===== config.mk =====
export PLATFORM = sky130hd
export DESIGN_NAME = lane_centroid_tracker_steer
export DESIGN_NICKNAME = d
export VERILOG_FILES = /design/src/sv/lct_pkg.sv /design/src/sv/lct_cfg.sv /design/src/sv/lct_front.sv /design/src/sv/lct_track.sv /design/src/sv/lct_steer.sv /design/src/sv/lane_centroid_tracker_steer.sv
export SDC_FILE = /design/constraint.sdc
export NUM_CORES = 2
export LEC_CHECK = 0
export BUFFER_PORTS_ARGS = -buffer_cell sky130_fd_sc_hd__buf_2
export CORE_MARGIN = 3
export CORE_UTILIZATION = 40
export DETAILED_ROUTE_END_ITERATION = 10
export PLACE_DENSITY_LB_ADDON = 0.05
export SLEW_MARGIN = 20
export SYNTH_ARGS = -nofsm -noshare
export SYNTH_HDL_FRONTEND = slang
export SYNTH_HIERARCHICAL = 1
export SYNTH_SLANG_ARGS = --single-unit

===== constraint.sdc =====
create_clock -name clk -period 6.47 [get_ports clk]
set_input_delay 0.647 -clock clk [delete_from_list [all_inputs] [get_ports clk]]
set_output_delay 0.647 -clock clk [all_outputs]
set_load 0.05 [all_outputs]

===== src/sv/lct_pkg.sv =====
// Shared types, constants and helpers of the lane centroid tracker.
package lct_pkg;

  // Coordinate format and steering constants.
  localparam int COORD_FRAC_BITS = 4;
  localparam int BASE_SPEED      = 30;
  localparam int GAIN_FRAC       = 8;

  // Field widths.
  localparam int X_W    = 16;
  localparam int Y_W    = 14;
  localparam int GAIN_W = 10;
  localparam int ERR_W  = 13;
  localparam int SPD_W  = 16;
  localparam int DX2_W  = 2 * X_W;
  localparam int DY2_W  = 2 * Y_W;
  localparam int DIST_W = 34;
  localparam int NUM_W  = X_W + 2;
  localparam int G_W    = GAIN_W + 1 + ERR_W;

  // Lanes.
  localparam int NUM_LANES  = 2;
  localparam int LANE_RIGHT = 0;
  localparam int LANE_LEFT  = 1;

  // Queue between front and back, and result queue.
  localparam int MQ_DEPTH = 4;
  localparam int MQ_AW    = $clog2(MQ_DEPTH);
  localparam int MQ_CW    = $clog2(MQ_DEPTH + 1);
  localparam int OQ_DEPTH = 4;
  localparam int OQ_AW    = $clog2(OQ_DEPTH);
  localparam int OQ_CW    = $clog2(OQ_DEPTH + 1);
  localparam int USED_W   = $clog2(OQ_DEPTH + 4);

  // Configuration port.
  localparam int CFG_AW = 5;
  localparam int CFG_DW = 32;

  typedef enum logic [2:0] {
    REG_CENTER_X         = 3'd0,
    REG_CENTER_Y         = 3'd1,
    REG_RIGHT_SEED_MIN_X = 3'd2,
    REG_LEFT_SEED_MAX_X  = 3'd3,
    REG_SEED_MIN_Y       = 3'd4,
    REG_WINDOW_X         = 3'd5,
    REG_WINDOW_Y         = 3'd6,
    REG_GAIN_Q8          = 3'd7
  } cfg_reg_t;

  typedef struct packed {
    logic [X_W-1:0]    center_x;
    logic [Y_W-1:0]    center_y;
    logic [X_W-1:0]    right_seed_min_x;
    logic [X_W-1:0]    left_seed_max_x;
    logic [Y_W-1:0]    seed_min_y;
    logic [X_W-1:0]    window_x;
    logic [Y_W-1:0]    window_y;
    logic [GAIN_W-1:0] gain_q8;
  } cfg_t;

  localparam cfg_t CFG_RESET = '{
    center_x:         16'd5120,
    center_y:         14'd720,
    right_seed_min_x: 16'd7040,
    left_seed_max_x:  16'd3200,
    seed_min_y:       14'd320,
    window_x:         16'd1120,
    window_y:         14'd960,
    gain_q8:          10'd77
  };

  // Input beat: mode 0 is a centroid, mode 1 closes the frame.
  typedef struct packed {
    logic           mode;
    logic [X_W-1:0] blob_x;
    logic [Y_W-1:0] blob_y;
  } in_item_t;

  typedef struct packed {
    logic signed [ERR_W-1:0] steer_error;
    logic signed [SPD_W-1:0] first_speed;
    logic signed [SPD_W-1:0] second_speed;
  } out_item_t;

  // Classified item held between front and back.
  typedef struct packed {
    logic                 eof;
    logic [X_W-1:0]       x;
    logic [Y_W-1:0]       y;
    logic [NUM_LANES-1:0] zone;
  } mq_item_t;

  // End-of-frame request from the tracker to the steering stages.
  typedef struct packed {
    logic             valid;
    logic [NUM_W-1:0] num;
  } eof_req_t;

  // Occupancy of the steering stages and result queue.
  typedef struct packed {
    logic [USED_W-1:0] used;
  } steer_stat_t;

  function automatic logic [X_W-1:0] absdiff(input logic [X_W-1:0] a,
                                             input logic [X_W-1:0] b);
    return (a > b) ? (a - b) : (b - a);
  endfunction

endpackage


===== src/sv/lct_cfg.sv =====
// Configuration register file with its APB-style access port.
module lct_cfg import lct_pkg::*; (
  input  logic              clk,
  input  logic              rst_n,
  input  logic              psel,
  input  logic              penable,
  input  logic              pwrite,
  input  logic [CFG_AW-1:0] paddr,
  input  logic [CFG_DW-1:0] pwdata,
  output logic [CFG_DW-1:0] prdata,
  output logic              pready,
  output cfg_t              cfg
);

  cfg_t     cfg_r;
  cfg_t     cfg_nxt;
  cfg_reg_t idx;
  logic     wr_en;

  assign pready = 1'b1;
  assign wr_en  = psel && penable && pwrite;
  assign idx    = cfg_reg_t'(paddr[CFG_AW-1:2]);
  assign cfg    = cfg_r;

  // Write decode: each register keeps only its own width.
  always_comb begin
    cfg_nxt = cfg_r;
    if (wr_en) begin
      case (idx)
        REG_CENTER_X:         cfg_nxt.center_x         = pwdata[X_W-1:0];
        REG_CENTER_Y:         cfg_nxt.center_y         = pwdata[Y_W-1:0];
        REG_RIGHT_SEED_MIN_X: cfg_nxt.right_seed_min_x = pwdata[X_W-1:0];
        REG_LEFT_SEED_MAX_X:  cfg_nxt.left_seed_max_x  = pwdata[X_W-1:0];
        REG_SEED_MIN_Y:       cfg_nxt.seed_min_y       = pwdata[Y_W-1:0];
        REG_WINDOW_X:         cfg_nxt.window_x         = pwdata[X_W-1:0];
        REG_WINDOW_Y:         cfg_nxt.window_y         = pwdata[Y_W-1:0];
        REG_GAIN_Q8:          cfg_nxt.gain_q8          = pwdata[GAIN_W-1:0];
        default:              cfg_nxt = cfg_r;
      endcase
    end
  end

  always_ff @(posedge clk) begin
    if (!rst_n) begin
      cfg_r <= CFG_RESET;
    end else begin
      cfg_r <= cfg_nxt;
    end
  end

  // Read mux.
  always_comb begin
    case (idx)
      REG_CENTER_X:         prdata = CFG_DW'(cfg_r.center_x);
      REG_CENTER_Y:         prdata = CFG_DW'(cfg_r.center_y);
      REG_RIGHT_SEED_MIN_X: prdata = CFG_DW'(cfg_r.right_seed_min_x);
      REG_LEFT_SEED_MAX_X:  prdata = CFG_DW'(cfg_r.left_seed_max_x);
      REG_SEED_MIN_Y:       prdata = CFG_DW'(cfg_r.seed_min_y);
      REG_WINDOW_X:         prdata = CFG_DW'(cfg_r.window_x);
      REG_WINDOW_Y:         prdata = CFG_DW'(cfg_r.window_y);
      REG_GAIN_Q8:          prdata = CFG_DW'(cfg_r.gain_q8);
      default:              prdata = '0;
    endcase
  end

endmodule


===== src/sv/lct_front.sv =====
// Front end: accepts input beats, tests the seed zones and queues the items.
module lct_front import lct_pkg::*; (
  input  logic     clk,
  input  logic     rst_n,
  input  cfg_t     cfg,
  input  in_item_t in_data,
  input  logic     push,
  output logic     full,
  output mq_item_t mq_head,
  output logic     mq_valid,
  input  logic     mq_pop
);

  mq_item_t         mq_mem_r [MQ_DEPTH];
  logic [MQ_AW-1:0] wr_ptr_r;
  logic [MQ_AW-1:0] rd_ptr_r;
  logic [MQ_CW-1:0] cnt_r;
  logic             push_ok;
  logic             pop_ok;
  mq_item_t         item;
  logic             y_ok;

  assign full     = (cnt_r == MQ_CW'(MQ_DEPTH));
  assign mq_valid = (cnt_r != '0);
  assign mq_head  = mq_mem_r[rd_ptr_r];
  assign push_ok  = push && !full;
  assign pop_ok   = mq_pop && mq_valid;

  // Classify the beat: end of frame or centroid, and which seed zones hold it.
  always_comb begin
    y_ok = in_data.blob_y > cfg.seed_min_y;
    item.eof = in_data.mode;
    item.x   = in_data.blob_x;
    item.y   = in_data.blob_y;
    item.zone[LANE_RIGHT] = !in_data.mode && y_ok &&
                            (in_data.blob_x > cfg.right_seed_min_x);
    item.zone[LANE_LEFT]  = !in_data.mode && y_ok &&
                            (in_data.blob_x < cfg.left_seed_max_x);
  end

  // Queue storage.
  always_ff @(posedge clk) begin
    if (push_ok) begin
      mq_mem_r[wr_ptr_r] <= item;
    end
  end

  // Queue pointers and fill count.
  always_ff @(posedge clk) begin
    if (!rst_n) begin
      wr_ptr_r <= '0;
      rd_ptr_r <= '0;
      cnt_r    <= '0;
    end else begin
      if (push_ok) begin
        wr_ptr_r <= (wr_ptr_r == MQ_AW'(MQ_DEPTH - 1)) ? '0 : wr_ptr_r + 1'b1;
      end
      if (pop_ok) begin
        rd_ptr_r <= (rd_ptr_r == MQ_AW'(MQ_DEPTH - 1)) ? '0 : rd_ptr_r + 1'b1;
      end
      if (push_ok && !pop_ok) begin
        cnt_r <= cnt_r + 1'b1;
      end else if (pop_ok && !push_ok) begin
        cnt_r <= cnt_r - 1'b1;
      end
    end
  end

endmodule


===== src/sv/lct_track.sv =====
// Back end: lane seeding, windowed nearest-centroid tracking and frame close.
module lct_track import lct_pkg::*; (
  input  logic        clk,
  input  logic        rst_n,
  input  cfg_t        cfg,
  input  mq_item_t    mq_head,
  input  logic        mq_valid,
  output logic        mq_pop,
  input  steer_stat_t stat,
  output eof_req_t    eof_req
);

  // Lane state.
  logic [X_W-1:0]       ref_x_r  [NUM_LANES];
  logic [Y_W-1:0]       ref_y_r  [NUM_LANES];
  logic [X_W-1:0]       cur_x_r  [NUM_LANES];
  logic [Y_W-1:0]       cur_y_r  [NUM_LANES];
  logic [DIST_W-1:0]    best_r   [NUM_LANES];
  logic [NUM_LANES-1:0] seeded_r;
  logic                 fresh_r;

  // Issue stage signals.
  logic                 a_go;
  logic                 eof_busy;
  logic [NUM_LANES-1:0] a_seed;
  logic [NUM_LANES-1:0] a_win;
  logic [X_W-1:0]       a_rx [NUM_LANES];
  logic [Y_W-1:0]       a_ry [NUM_LANES];
  logic [X_W-1:0]       a_dx [NUM_LANES];
  logic [Y_W-1:0]       a_dy [NUM_LANES];

  // Square stage registers.
  logic                 b_valid_r;
  logic                 b_eof_r;
  logic [X_W-1:0]       b_x_r;
  logic [Y_W-1:0]       b_y_r;
  logic [X_W-1:0]       b_dx_r [NUM_LANES];
  logic [Y_W-1:0]       b_dy_r [NUM_LANES];
  logic [NUM_LANES-1:0] b_win_r;

  // Compare stage registers.
  logic                 c_valid_r;
  logic                 c_eof_r;
  logic [X_W-1:0]       c_x_r;
  logic [Y_W-1:0]       c_y_r;
  logic [DX2_W-1:0]     c_sqx_r [NUM_LANES];
  logic [DY2_W-1:0]     c_sqy_r [NUM_LANES];
  logic [NUM_LANES-1:0] c_win_r;

  logic [DIST_W-1:0]    c_dist     [NUM_LANES];
  logic [DIST_W-1:0]    c_best_eff [NUM_LANES];
  logic [DIST_W-1:0]    best_nxt   [NUM_LANES];
  logic [NUM_LANES-1:0] c_take;

  // An end of frame rewrites the references, so nothing issues behind it until
  // it has closed the frame; it also needs a free slot in the result path.
  assign eof_busy = (b_valid_r && b_eof_r) || (c_valid_r && c_eof_r);
  assign a_go     = mq_valid && !eof_busy &&
                    (!mq_head.eof || (stat.used < USED_W'(OQ_DEPTH)));
  assign mq_pop   = a_go;

  // Issue stage: seeding takes the centroid as reference, then the offsets
  // from the reference and the window test.
  always_comb begin
    for (int ln = 0; ln < NUM_LANES; ln++) begin
      a_seed[ln] = !mq_head.eof && mq_head.zone[ln] && !seeded_r[ln];
      a_rx[ln]   = a_seed[ln] ? mq_head.x : ref_x_r[ln];
      a_ry[ln]   = a_seed[ln] ? mq_head.y : ref_y_r[ln];
      a_dx[ln]   = absdiff(a_rx[ln], mq_head.x);
      a_dy[ln]   = Y_W'(absdiff(X_W'(a_ry[ln]), X_W'(mq_head.y)));
      a_win[ln]  = (a_dx[ln] <= cfg.window_x) && (a_dy[ln] <= cfg.window_y);
    end
  end

  always_ff @(posedge clk) begin
    if (!rst_n) begin
      b_valid_r <= 1'b0;
      c_valid_r <= 1'b0;
    end else begin
      b_valid_r <= a_go;
      c_valid_r <= b_valid_r;
    end
  end

  // Pipeline payload: offsets, then their squares.
  always_ff @(posedge clk) begin
    b_eof_r <= mq_head.eof;
    b_x_r   <= mq_head.x;
    b_y_r   <= mq_head.y;
    b_win_r <= a_win;
    c_eof_r <= b_eof_r;
    c_x_r   <= b_x_r;
    c_y_r   <= b_y_r;
    c_win_r <= b_win_r;
    for (int ln = 0; ln < NUM_LANES; ln++) begin
      b_dx_r[ln]  <= a_dx[ln];
      b_dy_r[ln]  <= a_dy[ln];
      c_sqx_r[ln] <= DX2_W'(b_dx_r[ln]) * DX2_W'(b_dx_r[ln]);
      c_sqy_r[ln] <= DY2_W'(b_dy_r[ln]) * DY2_W'(b_dy_r[ln]);
    end
  end

  // Compare stage: the first centroid of a frame sets the best distance,
  // later ones must be no farther to win.
  always_comb begin
    for (int ln = 0; ln < NUM_LANES; ln++) begin
      c_dist[ln]     = DIST_W'(c_sqx_r[ln]) + DIST_W'(c_sqy_r[ln]);
      c_best_eff[ln] = fresh_r ? c_dist[ln] : best_r[ln];
      c_take[ln]     = c_win_r[ln] && (c_dist[ln] <= c_best_eff[ln]);
      best_nxt[ln]   = c_take[ln] ? c_dist[ln] : c_best_eff[ln];
    end
  end

  // Lane state updates.
  always_ff @(posedge clk) begin
    if (!rst_n) begin
      for (int ln = 0; ln < NUM_LANES; ln++) begin
        ref_x_r[ln] <= '0;
        ref_y_r[ln] <= '0;
        cur_x_r[ln] <= '0;
        cur_y_r[ln] <= '0;
        best_r[ln]  <= '0;
      end
      seeded_r <= '0;
      fresh_r  <= 1'b1;
    end else begin
      for (int ln = 0; ln < NUM_LANES; ln++) begin
        if (a_go && a_seed[ln]) begin
          ref_x_r[ln]  <= mq_head.x;
          ref_y_r[ln]  <= mq_head.y;
          seeded_r[ln] <= 1'b1;
        end
      end
      if (c_valid_r && !c_eof_r) begin
        fresh_r <= 1'b0;
        for (int ln = 0; ln < NUM_LANES; ln++) begin
          best_r[ln] <= best_nxt[ln];
          if (c_take[ln]) begin
            cur_x_r[ln] <= c_x_r;
            cur_y_r[ln] <= c_y_r;
          end
        end
      end else if (c_valid_r && c_eof_r) begin
        fresh_r <= 1'b1;
        for (int ln = 0; ln < NUM_LANES; ln++) begin
          ref_x_r[ln] <= cur_x_r[ln];
          ref_y_r[ln] <= cur_y_r[ln];
          best_r[ln]  <= '0;
        end
      end
    end
  end

  // Frame close: twice the center minus the sum of both lane positions.
  always_comb begin
    eof_req.valid = c_valid_r && c_eof_r;
    eof_req.num   = NUM_W'({cfg.center_x, 1'b0}) - NUM_W'(cur_x_r[LANE_RIGHT]) -
                    NUM_W'(cur_x_r[LANE_LEFT]);
  end

  // A closed frame leaves both best distances cleared and the next centroid first.
  a_frame_close: assert property (@(posedge clk) disable iff (!rst_n)
    (c_valid_r && c_eof_r) |=> (fresh_r && best_r[LANE_RIGHT] == '0 &&
                                best_r[LANE_LEFT] == '0))
    else $error("frame close did not reset lane tracking state");

  // Only one end of frame is ever inside the tracking stages.
  a_one_eof: assert property (@(posedge clk) disable iff (!rst_n)
    !(b_valid_r && b_eof_r && c_valid_r && c_eof_r))
    else $error("two frame ends in the tracking stages");

  // Seeding happens once per lane.
  a_seed_right: assert property (@(posedge clk) disable iff (!rst_n)
    seeded_r[LANE_RIGHT] |=> seeded_r[LANE_RIGHT])
    else $error("right lane lost its seed");

  a_seed_left: assert property (@(posedge clk) disable iff (!rst_n)
    seeded_r[LANE_LEFT] |=> seeded_r[LANE_LEFT])
    else $error("left lane lost its seed");

endmodule


===== src/sv/lct_steer.sv =====
// Steering stages: error, gain product and saturated wheel speeds, then the result queue.
module lct_steer import lct_pkg::*; (
  input  logic        clk,
  input  logic        rst_n,
  input  cfg_t        cfg,
  input  eof_req_t    eof_req,
  output steer_stat_t stat,
  output out_item_t   out_data,
  output logic        empty,
  input  logic        pop
);

  localparam int SH   = COORD_FRAC_BITS + 1;
  localparam int SC_W = G_W + 2;
  localparam int BASE_Q8 = BASE_SPEED * (1 << GAIN_FRAC);
  localparam logic signed [NUM_W-1:0] ERR_HI = NUM_W'((1 << (ERR_W - 1)) - 1);
  localparam logic signed [NUM_W-1:0] ERR_LO = -ERR_HI - NUM_W'(1);
  localparam logic signed [SC_W-1:0]  SPD_HI = SC_W'((1 << (SPD_W - 1)) - 1);
  localparam logic signed [SC_W-1:0]  SPD_LO = -SPD_HI - SC_W'(1);

  logic                    s1_valid_r;
  logic [NUM_W-1:0]        s1_num_r;
  logic                    s2_valid_r;
  logic signed [ERR_W-1:0] s2_err_r;
  logic                    s3_valid_r;
  logic signed [G_W-1:0]   s3_g_r;
  // The error travels alongside the gain product into the result.
  logic signed [ERR_W-1:0] s3_err_r;

  logic [NUM_W-1:0]        bias;
  logic signed [NUM_W-1:0] biased;
  logic signed [NUM_W-1:0] quot;
  logic signed [NUM_W-1:0] err_sat;
  logic signed [G_W-1:0]   g;
  logic signed [SC_W-1:0]  t1;
  logic signed [SC_W-1:0]  t2;
  out_item_t               res;

  out_item_t        oq_mem_r [OQ_DEPTH];
  logic [OQ_AW-1:0] oq_wr_r;
  logic [OQ_AW-1:0] oq_rd_r;
  logic [OQ_CW-1:0] oq_cnt_r;
  logic             oq_pop;

  // Truncating divide by 256 with saturation to the speed range.
  function automatic logic signed [SPD_W-1:0] spd_sat(input logic signed [SC_W-1:0] t);
    logic signed [SC_W-1:0] b;
    logic signed [SC_W-1:0] q;
    b = t + (t[SC_W-1] ? SC_W'((1 << GAIN_FRAC) - 1) : SC_W'(0));
    q = b >>> GAIN_FRAC;
    if (q > SPD_HI) begin
      q = SPD_HI;
    end else if (q < SPD_LO) begin
      q = SPD_LO;
    end
    return SPD_W'(q);
  endfunction

  // Error in whole pixels, truncated toward zero, then clamped.
  always_comb begin
    bias    = s1_num_r[NUM_W-1] ? NUM_W'((1 << SH) - 1) : '0;
    biased  = $signed(s1_num_r + bias);
    quot    = biased >>> SH;
    err_sat = quot;
    if (quot > ERR_HI) begin
      err_sat = ERR_HI;
    end else if (quot < ERR_LO) begin
      err_sat = ERR_LO;
    end
  end

  // Gain times error.
  assign g = G_W'($signed({1'b0, cfg.gain_q8})) * G_W'(s2_err_r);

  // Wheel speeds.
  always_comb begin
    t1 = SC_W'(BASE_Q8) - SC_W'(s3_g_r);
    t2 = -(SC_W'(BASE_Q8) + SC_W'(s3_g_r));
    res.steer_error  = s3_err_r;
    res.first_speed  = spd_sat(t1);
    res.second_speed = spd_sat(t2);
  end

  always_ff @(posedge clk) begin
    if (!rst_n) begin
      s1_valid_r <= 1'b0;
      s2_valid_r <= 1'b0;
      s3_valid_r <= 1'b0;
    end else begin
      s1_valid_r <= eof_req.valid;
      s2_valid_r <= s1_valid_r;
      s3_valid_r <= s2_valid_r;
    end
  end

  always_ff @(posedge clk) begin
    s1_num_r <= eof_req.num;
    s2_err_r <= ERR_W'(err_sat);
    s3_err_r <= s2_err_r;
    s3_g_r   <= g;
  end

  // Result queue.
  assign oq_pop   = pop && !empty;
  assign empty    = (oq_cnt_r == '0);
  assign out_data = oq_mem_r[oq_rd_r];
  assign stat.used = USED_W'(oq_cnt_r) + USED_W'(s1_valid_r) +
                     USED_W'(s2_valid_r) + USED_W'(s3_valid_r);

  always_ff @(posedge clk) begin
    if (s3_valid_r) begin
      oq_mem_r[oq_wr_r] <= res;
    end
  end

  always_ff @(posedge clk) begin
    if (!rst_n) begin
      oq_wr_r  <= '0;
      oq_rd_r  <= '0;
      oq_cnt_r <= '0;
    end else begin
      if (s3_valid_r) begin
        oq_wr_r <= (oq_wr_r == OQ_AW'(OQ_DEPTH - 1)) ? '0 : oq_wr_r + 1'b1;
      end
      if (oq_pop) begin
        oq_rd_r <= (oq_rd_r == OQ_AW'(OQ_DEPTH - 1)) ? '0 : oq_rd_r + 1'b1;
      end
      if (s3_valid_r && !oq_pop) begin
        oq_cnt_r <= oq_cnt_r + 1'b1;
      end else if (oq_pop && !s3_valid_r) begin
        oq_cnt_r <= oq_cnt_r - 1'b1;
      end
    end
  end

  // A result reaching the queue always finds a free slot.
  a_oq_room: assert property (@(posedge clk) disable iff (!rst_n)
    s3_valid_r |-> (oq_cnt_r < OQ_CW'(OQ_DEPTH)))
    else $error("result written into a full queue");

  // Reserved slots never exceed the queue depth.
  a_credit: assert property (@(posedge clk) disable iff (!rst_n)
    stat.used <= USED_W'(OQ_DEPTH))
    else $error("result path over-committed");

endmodule


===== src/sv/lane_centroid_tracker_steer.sv =====
// Top level of the lane centroid tracker with proportional steering.
// Throughput: one beat per cycle; an end-of-frame beat holds the next beat back
// while it closes the frame, and waits until the result path has room.
// A result passes from its end-of-frame beat through the beat queue, two tracking
// registers, three steering registers and the result queue.
// Reset is synchronous, active low: queues empty, lanes cleared, registers at defaults.
module lane_centroid_tracker_steer import lct_pkg::*; (
  input  logic              clk,
  input  logic              rst_n,
  input  in_item_t          in_data,
  input  logic              push,
  output logic              full,
  output out_item_t         out_data,
  output logic              empty,
  input  logic              pop,
  input  logic              psel,
  input  logic              penable,
  input  logic              pwrite,
  input  logic [CFG_AW-1:0] paddr,
  input  logic [CFG_DW-1:0] pwdata,
  output logic [CFG_DW-1:0] prdata,
  output logic              pready
);

  cfg_t        cfg;
  mq_item_t    mq_head;
  logic        mq_valid;
  logic        mq_pop;
  steer_stat_t stat;
  eof_req_t    eof_req;

  lct_cfg u_cfg (
    .clk     (clk),
    .rst_n   (rst_n),
    .psel    (psel),
    .penable (penable),
    .pwrite  (pwrite),
    .paddr   (paddr),
    .pwdata  (pwdata),
    .prdata  (prdata),
    .pready  (pready),
    .cfg     (cfg)
  );

  lct_front u_front (
    .clk      (clk),
    .rst_n    (rst_n),
    .cfg      (cfg),
    .in_data  (in_data),
    .push     (push),
    .full     (full),
    .mq_head  (mq_head),
    .mq_valid (mq_valid),
    .mq_pop   (mq_pop)
  );

  lct_track u_track (
    .clk      (clk),
    .rst_n    (rst_n),
    .cfg      (cfg),
    .mq_head  (mq_head),
    .mq_valid (mq_valid),
    .mq_pop   (mq_pop),
    .stat     (stat),
    .eof_req  (eof_req)
  );

  lct_steer u_steer (
    .clk      (clk),
    .rst_n    (rst_n),
    .cfg      (cfg),
    .eof_req  (eof_req),
    .stat     (stat),
    .out_data (out_data),
    .empty    (empty),
    .pop      (pop)
  );

endmodule


* After elaboration in Yosys (flattened, before gate mapping)
Memories as Yosys holds them, arrays and structs flattened. A register that Yosys moved wholly into a read port is not among the register bits.
Index checks and enable logic that the tools add are counted.
** Storage, ports and cells
- Register bits :: 272
- Bits in writable memories :: 680
- Input port bits :: 75
- Output and inout bits :: 80
- Logic and storage cells :: 259
- Memories kept :: 11
** Memories
- u_steer.oq_mem_r :: words 4, width 45, read ports 1, clocked after memory_dff 1, wr ports 1, line lct_steer.sv:39 : out_item_t oq_mem_r [OQ_DEPTH];
- u_front.mq_mem_r :: words 4, width 33, read ports 1, clocked after memory_dff 1, wr ports 1, line lct_front.sv:14 : mq_item_t mq_mem_r [MQ_DEPTH];
- u_track.best_r :: words 2, width 34, read ports 2, clocked after memory_dff 0, wr ports 2, line lct_track.sv:18 : logic [DIST_W-1:0] best_r [NUM_LANES];
- u_track.c_sqx_r :: words 2, width 32, read ports 2, clocked after memory_dff 0, wr ports 2, line lct_track.sv:46 : logic [DX2_W-1:0] c_sqx_r [NUM_LANES];
- u_track.c_sqy_r :: words 2, width 28, read ports 2, clocked after memory_dff 0, wr ports 2, line lct_track.sv:47 : logic [DY2_W-1:0] c_sqy_r [NUM_LANES];
- u_track.b_dx_r :: words 2, width 16, read ports 2, clocked after memory_dff 0, wr ports 2, line lct_track.sv:37 : logic [X_W-1:0] b_dx_r [NUM_LANES];
- +5 memories
** Cells by class
- $add $sub $neg :: 29
- Multipliers :: 5
- Magnitude comparators :: 20
- Eq/ne operators :: 12
- Multiplexer cells :: 77
- Bitwise gates (word level) :: 16
- Reduce and logical (&&, ||, !) cells :: 55
** Operators with widths (count)
- two-way mux 34 bit :: 8
- one-hot mux 32 bit (8 select lines) :: 1
- two-way mux 16 bit :: 14
- two-way mux 14 bit :: 10
- <= comparator 34 bit :: 2
- adder 32 x 28 -> 33 bit :: 2
- multiplier 16 x 16 -> 32 bit :: 2
- subtractor 16 bit :: 4
- multiplier 14 x 14 -> 28 bit :: 2
- subtractor 14 bit :: 4
- > comparator 16 bit :: 3
- > comparator 14 bit :: 3
- > comparator 18 x 16 -> 1 bit, second input constant :: 2
- < comparator 18 x 16 -> 1 bit, second input constant :: 2
- <= comparator 16 bit :: 2
- <= comparator 14 bit :: 2
- two-way mux 1 bit :: 28
- logical AND 1 bit :: 27
- adder 25 x 9 -> 26 bit :: 1
- adder 26 x 9 -> 26 bit :: 1
- negator 26 bit :: 1
- adder 14 x 24 -> 25 bit, first input constant :: 1
- subtractor 14 x 24 -> 25 bit, first input constant :: 1
- multiplier 11 x 13 -> 24 bit :: 1
- 27 further kinds :: 90

* Logic depth before layout (Yosys ltp)
- Depth after elaboration :: 12
- Gate-level depth with buffers :: 31
- Mapped depth without buffers :: 27

* By module
The synthesis kept the hierarchy.
** Modules (own cells, without submodules)
- lct_track :: instances 1, cells each 5365, area each 50873.8 um^2, seq. area each 10590.2 um^2
- lct_steer :: instances 1, cells each 1283, area each 15748.9 um^2, seq. area each 7006.7 um^2
- lct_front :: instances 1, cells each 382, area each 6352.3 um^2, seq. area each 4144.0 um^2
- lct_cfg :: instances 1, cells each 696, area each 5532.8 um^2, seq. area each 2322.2 um^2

* Least setup slack after synthesis
OpenSTA, ideal clock, no wires.
- Path type :: reg2reg
- Start :: mem u_track/c_sqy_r[0][3] (netlist bit)
- End :: mem u_track.cur_x_r[0][0], enable pin
- Library setup time :: 459 ps
- Arrival :: 6047 ps
- Slack :: -36 ps
- Cell stages (with the launch flop) :: 21
- Buffers on the path :: 2
- Cell sequence :: dfxtp_1 -> ha_1 -> a211oi_2 -> o21ai_1 -> a211o_1 -> a21oi_1 -> o21ai_1 -> a31o_2 -> a21o_1 -> a21oi_1 -> xnor2_1 -> mux2i_1 -> ha_1 -> nand4_1 -> nor2_1 -> nand2_1 -> or2_1 -> o31a_1 -> clkbuf_1 -> clkbuf_1 -> o21ai_0
** RTL lines
- from (decl) :: line lct_track.sv:47
- to (decl) :: line lct_track.sv:16 : logic [X_W-1:0] cur_x_r [NUM_LANES];

==> metrics.yaml <==
outcome:
  outcome: "finished clean"
grt:
  grt_pass1_vias: 57100
  grt_pass1_wl_mm: 331
  grtUsageTotal: 0.208
  grt_start_max_net_pins: 75
  antenna_found_initial: 12
  grt.overflow.total: 0
critical_path:
  path_class: "reg2reg"
  worst_setup_path_end_kind: "flip-flop"
  path_max_fanout: 6
  worstPathArrival_ns: 6.83
  cp.required_ns: 7.16
  worst_setup_path_start_kind: "flip-flop"
  r2r_slack_ns: 0.33
logic_synthesis:
  syn_area_um2: 78500
  synth-edff-count: 500
  synth_top_area_share: 0.191
  syn-instance-count: 7726
  seq_area_frac_synth: 0.307
  ys_warn_count: 6
  synthTopCellsByCount: "inv_1 (1,223), ha_1 (813), nand2_1 (749)"
  synth_ff_type: "edfxtp_1"
  synth_area_leaders: "edfxtp_1 (19%), fa_1 (18%), ha_1 (13%), dfxtp_1 (12%), inv_1 (5.8%)"
  synth.most_common_cell: "inv_1"
  ys_types: 114
  avgSynthCellArea_um2: 10.2
  synth-seq-cells: 952
  ys_async_sr_fraction: 0
  synth_top_area_cell: "edfxtp_1"
cells_and_area:
  flow.area_growth_from_synthesis_pct: 11.5
  nFillCells: 18600
  multi_input_area_um2: 48900
  drive_above_1_share: 0.104
  nets: 9570
  seq_area_um2: 24100
die:
  core_area_um2: 194000
  die_h_um: 449
  ios: 155
  fp.dieArea_um2: 202000
  die_w_um: 449
  start_util: 0.405
  rows: 161
flow_run:
  max_cap_viol_count: 0
sta:
  slew_violations: 0
  setup_viol: 0
  worst_pin_slew_ns: 1.08
  post-route-min-period_ns: 6.14
  skew_ns: 0.106
  fin_crit_sh: 0.949
  fmax_mhz: 163
  setup_slack_ns: 0.331
  timing.slew.headroom: 0.281
  hold_viol: 0
  setup-tns-final_ns: 0
routing:
  wl_per_cell_um: 19.5
  wirelength_mm: 208
  vias_per_cell: 5.09
  ant_nets: 0
  drtPass1Iterations: 7
  vias: 54300
  drc: 0
  drt_iter0_markers: 2984
clocking:
  cts.sinks: 952
  cts_buffers: 111
  clkTransAtPathRegs_ns: 0.07
  clock_latency_ns: 0.80
  cts.path.max_buffers: 3
  cts_tree: "yes"
  postCtsHoldBufs: 0
  root_buffer: "clkbuf_16"
  h-tree-depth: 3
place:
  dp_hpwl_mm: 166
  dp_slack_ns: 0.103
  gp_congestion: 0.846
  numPortBuffers: 119
worst_hold_path:
  hold_path.class: "in2reg"
## cell usage in the layout (no fill, tap or decap), types with 80 or more instances in the layout
cell       instances
fa_1             712
inv_1           1223
a21oi_1          310
nor2_1           299
nand3_1          116
dfxtp_1          438
a21boi_0          99
buf_4            276
ha_1             813
a21o_1           175
nand2_1          749
mux2i_1          128
nor2b_1           80
xnor2_1          218
and2_1           279
clkbuf_16        115
o21ai_0          179
xor2_1           104
buf_2            118
edfxtp_1         500
## through the flow
step | hold slack, ns | cell area, um2 | std cells | utilization
final | 0.123 | 87500 | 10700 | 0.452
after global routing | 0.0842 | 87500 | 10700 | 0.452
after global placement | 0.310 | 83500 | 10500 | 0.431
after CTS | 0.0502 | 87300 | 10700 | 0.451
after floorplan | 0.310 | 78600 | 7741 | -
after detailed placement | 0.312 | 83500 | 10500 | 0.431
## final timing paths
kind	endpoint	depth (start not counted)	startpoint
worst max register to register	u_track/c_sqy_r[0][54]	22	u_track/b_dy_r[0][20]
worst min-delay path	u_front/mq_mem_r[2][4]	1	in_data[2]
worst min register to register	u_track/c_y_r[5]	0	u_track/b_y_r[5]
worst max-delay path	u_track/c_sqy_r[0][54]	22	u_track/b_dy_r[0][20]
## critical path: stages, from the launching register on
cell and delay [ns]:
dfxtp_2 0.39, inv_1 0.09, nor2_2 0.17, fa_1 0.46, fa_1 0.44, fa_1 0.55, inv_1 0.06, fa_1 0.53
inv_1 0.05, fa_1 0.47, fa_1 0.49, ha_1 0.31, buf_4 0.16, a21o_1 0.18, a2111oi_0 0.37, o211a_1 0.26
nor4_2 0.07, nor2_1 0.13, a211o_1 0.18, o21ai_1 0.13, a41o_1 0.26, a21oi_1 0.17, xnor2_1 0.15
## registers in the layout, summed over array words and instances, names as in the netlist, 14 cells and up, named ones only
| signal | flops |
|---|---|
| u_cfg/cfg | 116 |
| u_front/mq_mem_r | 132 |
| u_steer/oq_mem_r | 180 |
| u_steer/s1_num_r | 18 |
| u_steer/s3_g_r | 24 |
| u_track/b_dx_r | 32 |
| u_track/b_dy_r | 28 |
| u_track/b_x_r | 16 |
| u_track/b_y_r | 14 |
| u_track/best_r | 68 |
| u_track/c_sqx_r | 62 |
| u_track/c_sqy_r | 54 |
| u_track/c_x_r | 16 |
| u_track/c_y_r | 14 |
| u_track/cur_x_r | 32 |
| u_track/cur_y_r | 28 |
| u_track/ref_x_r | 32 |
| u_track/ref_y_r | 28 |
## routing by layer
metal / vias up / track usage / part of all wire / routed length (um)
met2: 861 / 0.358 / 0.48 / 100000
met3: 212 / 0.0227 / 0.036 / 7470
met5: - / 0 / 0.00013 / 27
met4: 4 / 0.0434 / 0.020 / 4240
met1: 26900 / 0.283 / 0.46 / 95900
li1: 26300 / - / - / -
## area by class of cell
cell class | count | share of cell area
inverter | 1227 | 0.0526
clock buffer | 139 | 0.0347
timing repair buffer | 405 | 0.0327
tap | 2608 | 0.0373
clock inverter | 73 | 0.00935
multi-input combinational | 5273 | 0.558
antenna | 1 | 0.0000286
sequential | 952 | 0.275
## logic make-up after synthesis
logic type	after synthesis	synth area share
and+or+nand+nor	1870	0.115
buffers and inverters	1516	0.0749
muxes	240	0.0438
xor gates and xnor gates	322	0.0359
AOI/OAI and AO/OA	1299	0.112
adders and majority gates	1525	0.311
other	2	0.0000957
DFF	952	0.307
## what timing repair did
action,CTS,global route
setup endpoints to repair,0,26
buffers inserted,0,1
resized for setup,0,44
Power is left out: the tool's default activity adds up to more than one toggle a clock period on the data nets, which glitch-free logic cannot reach.
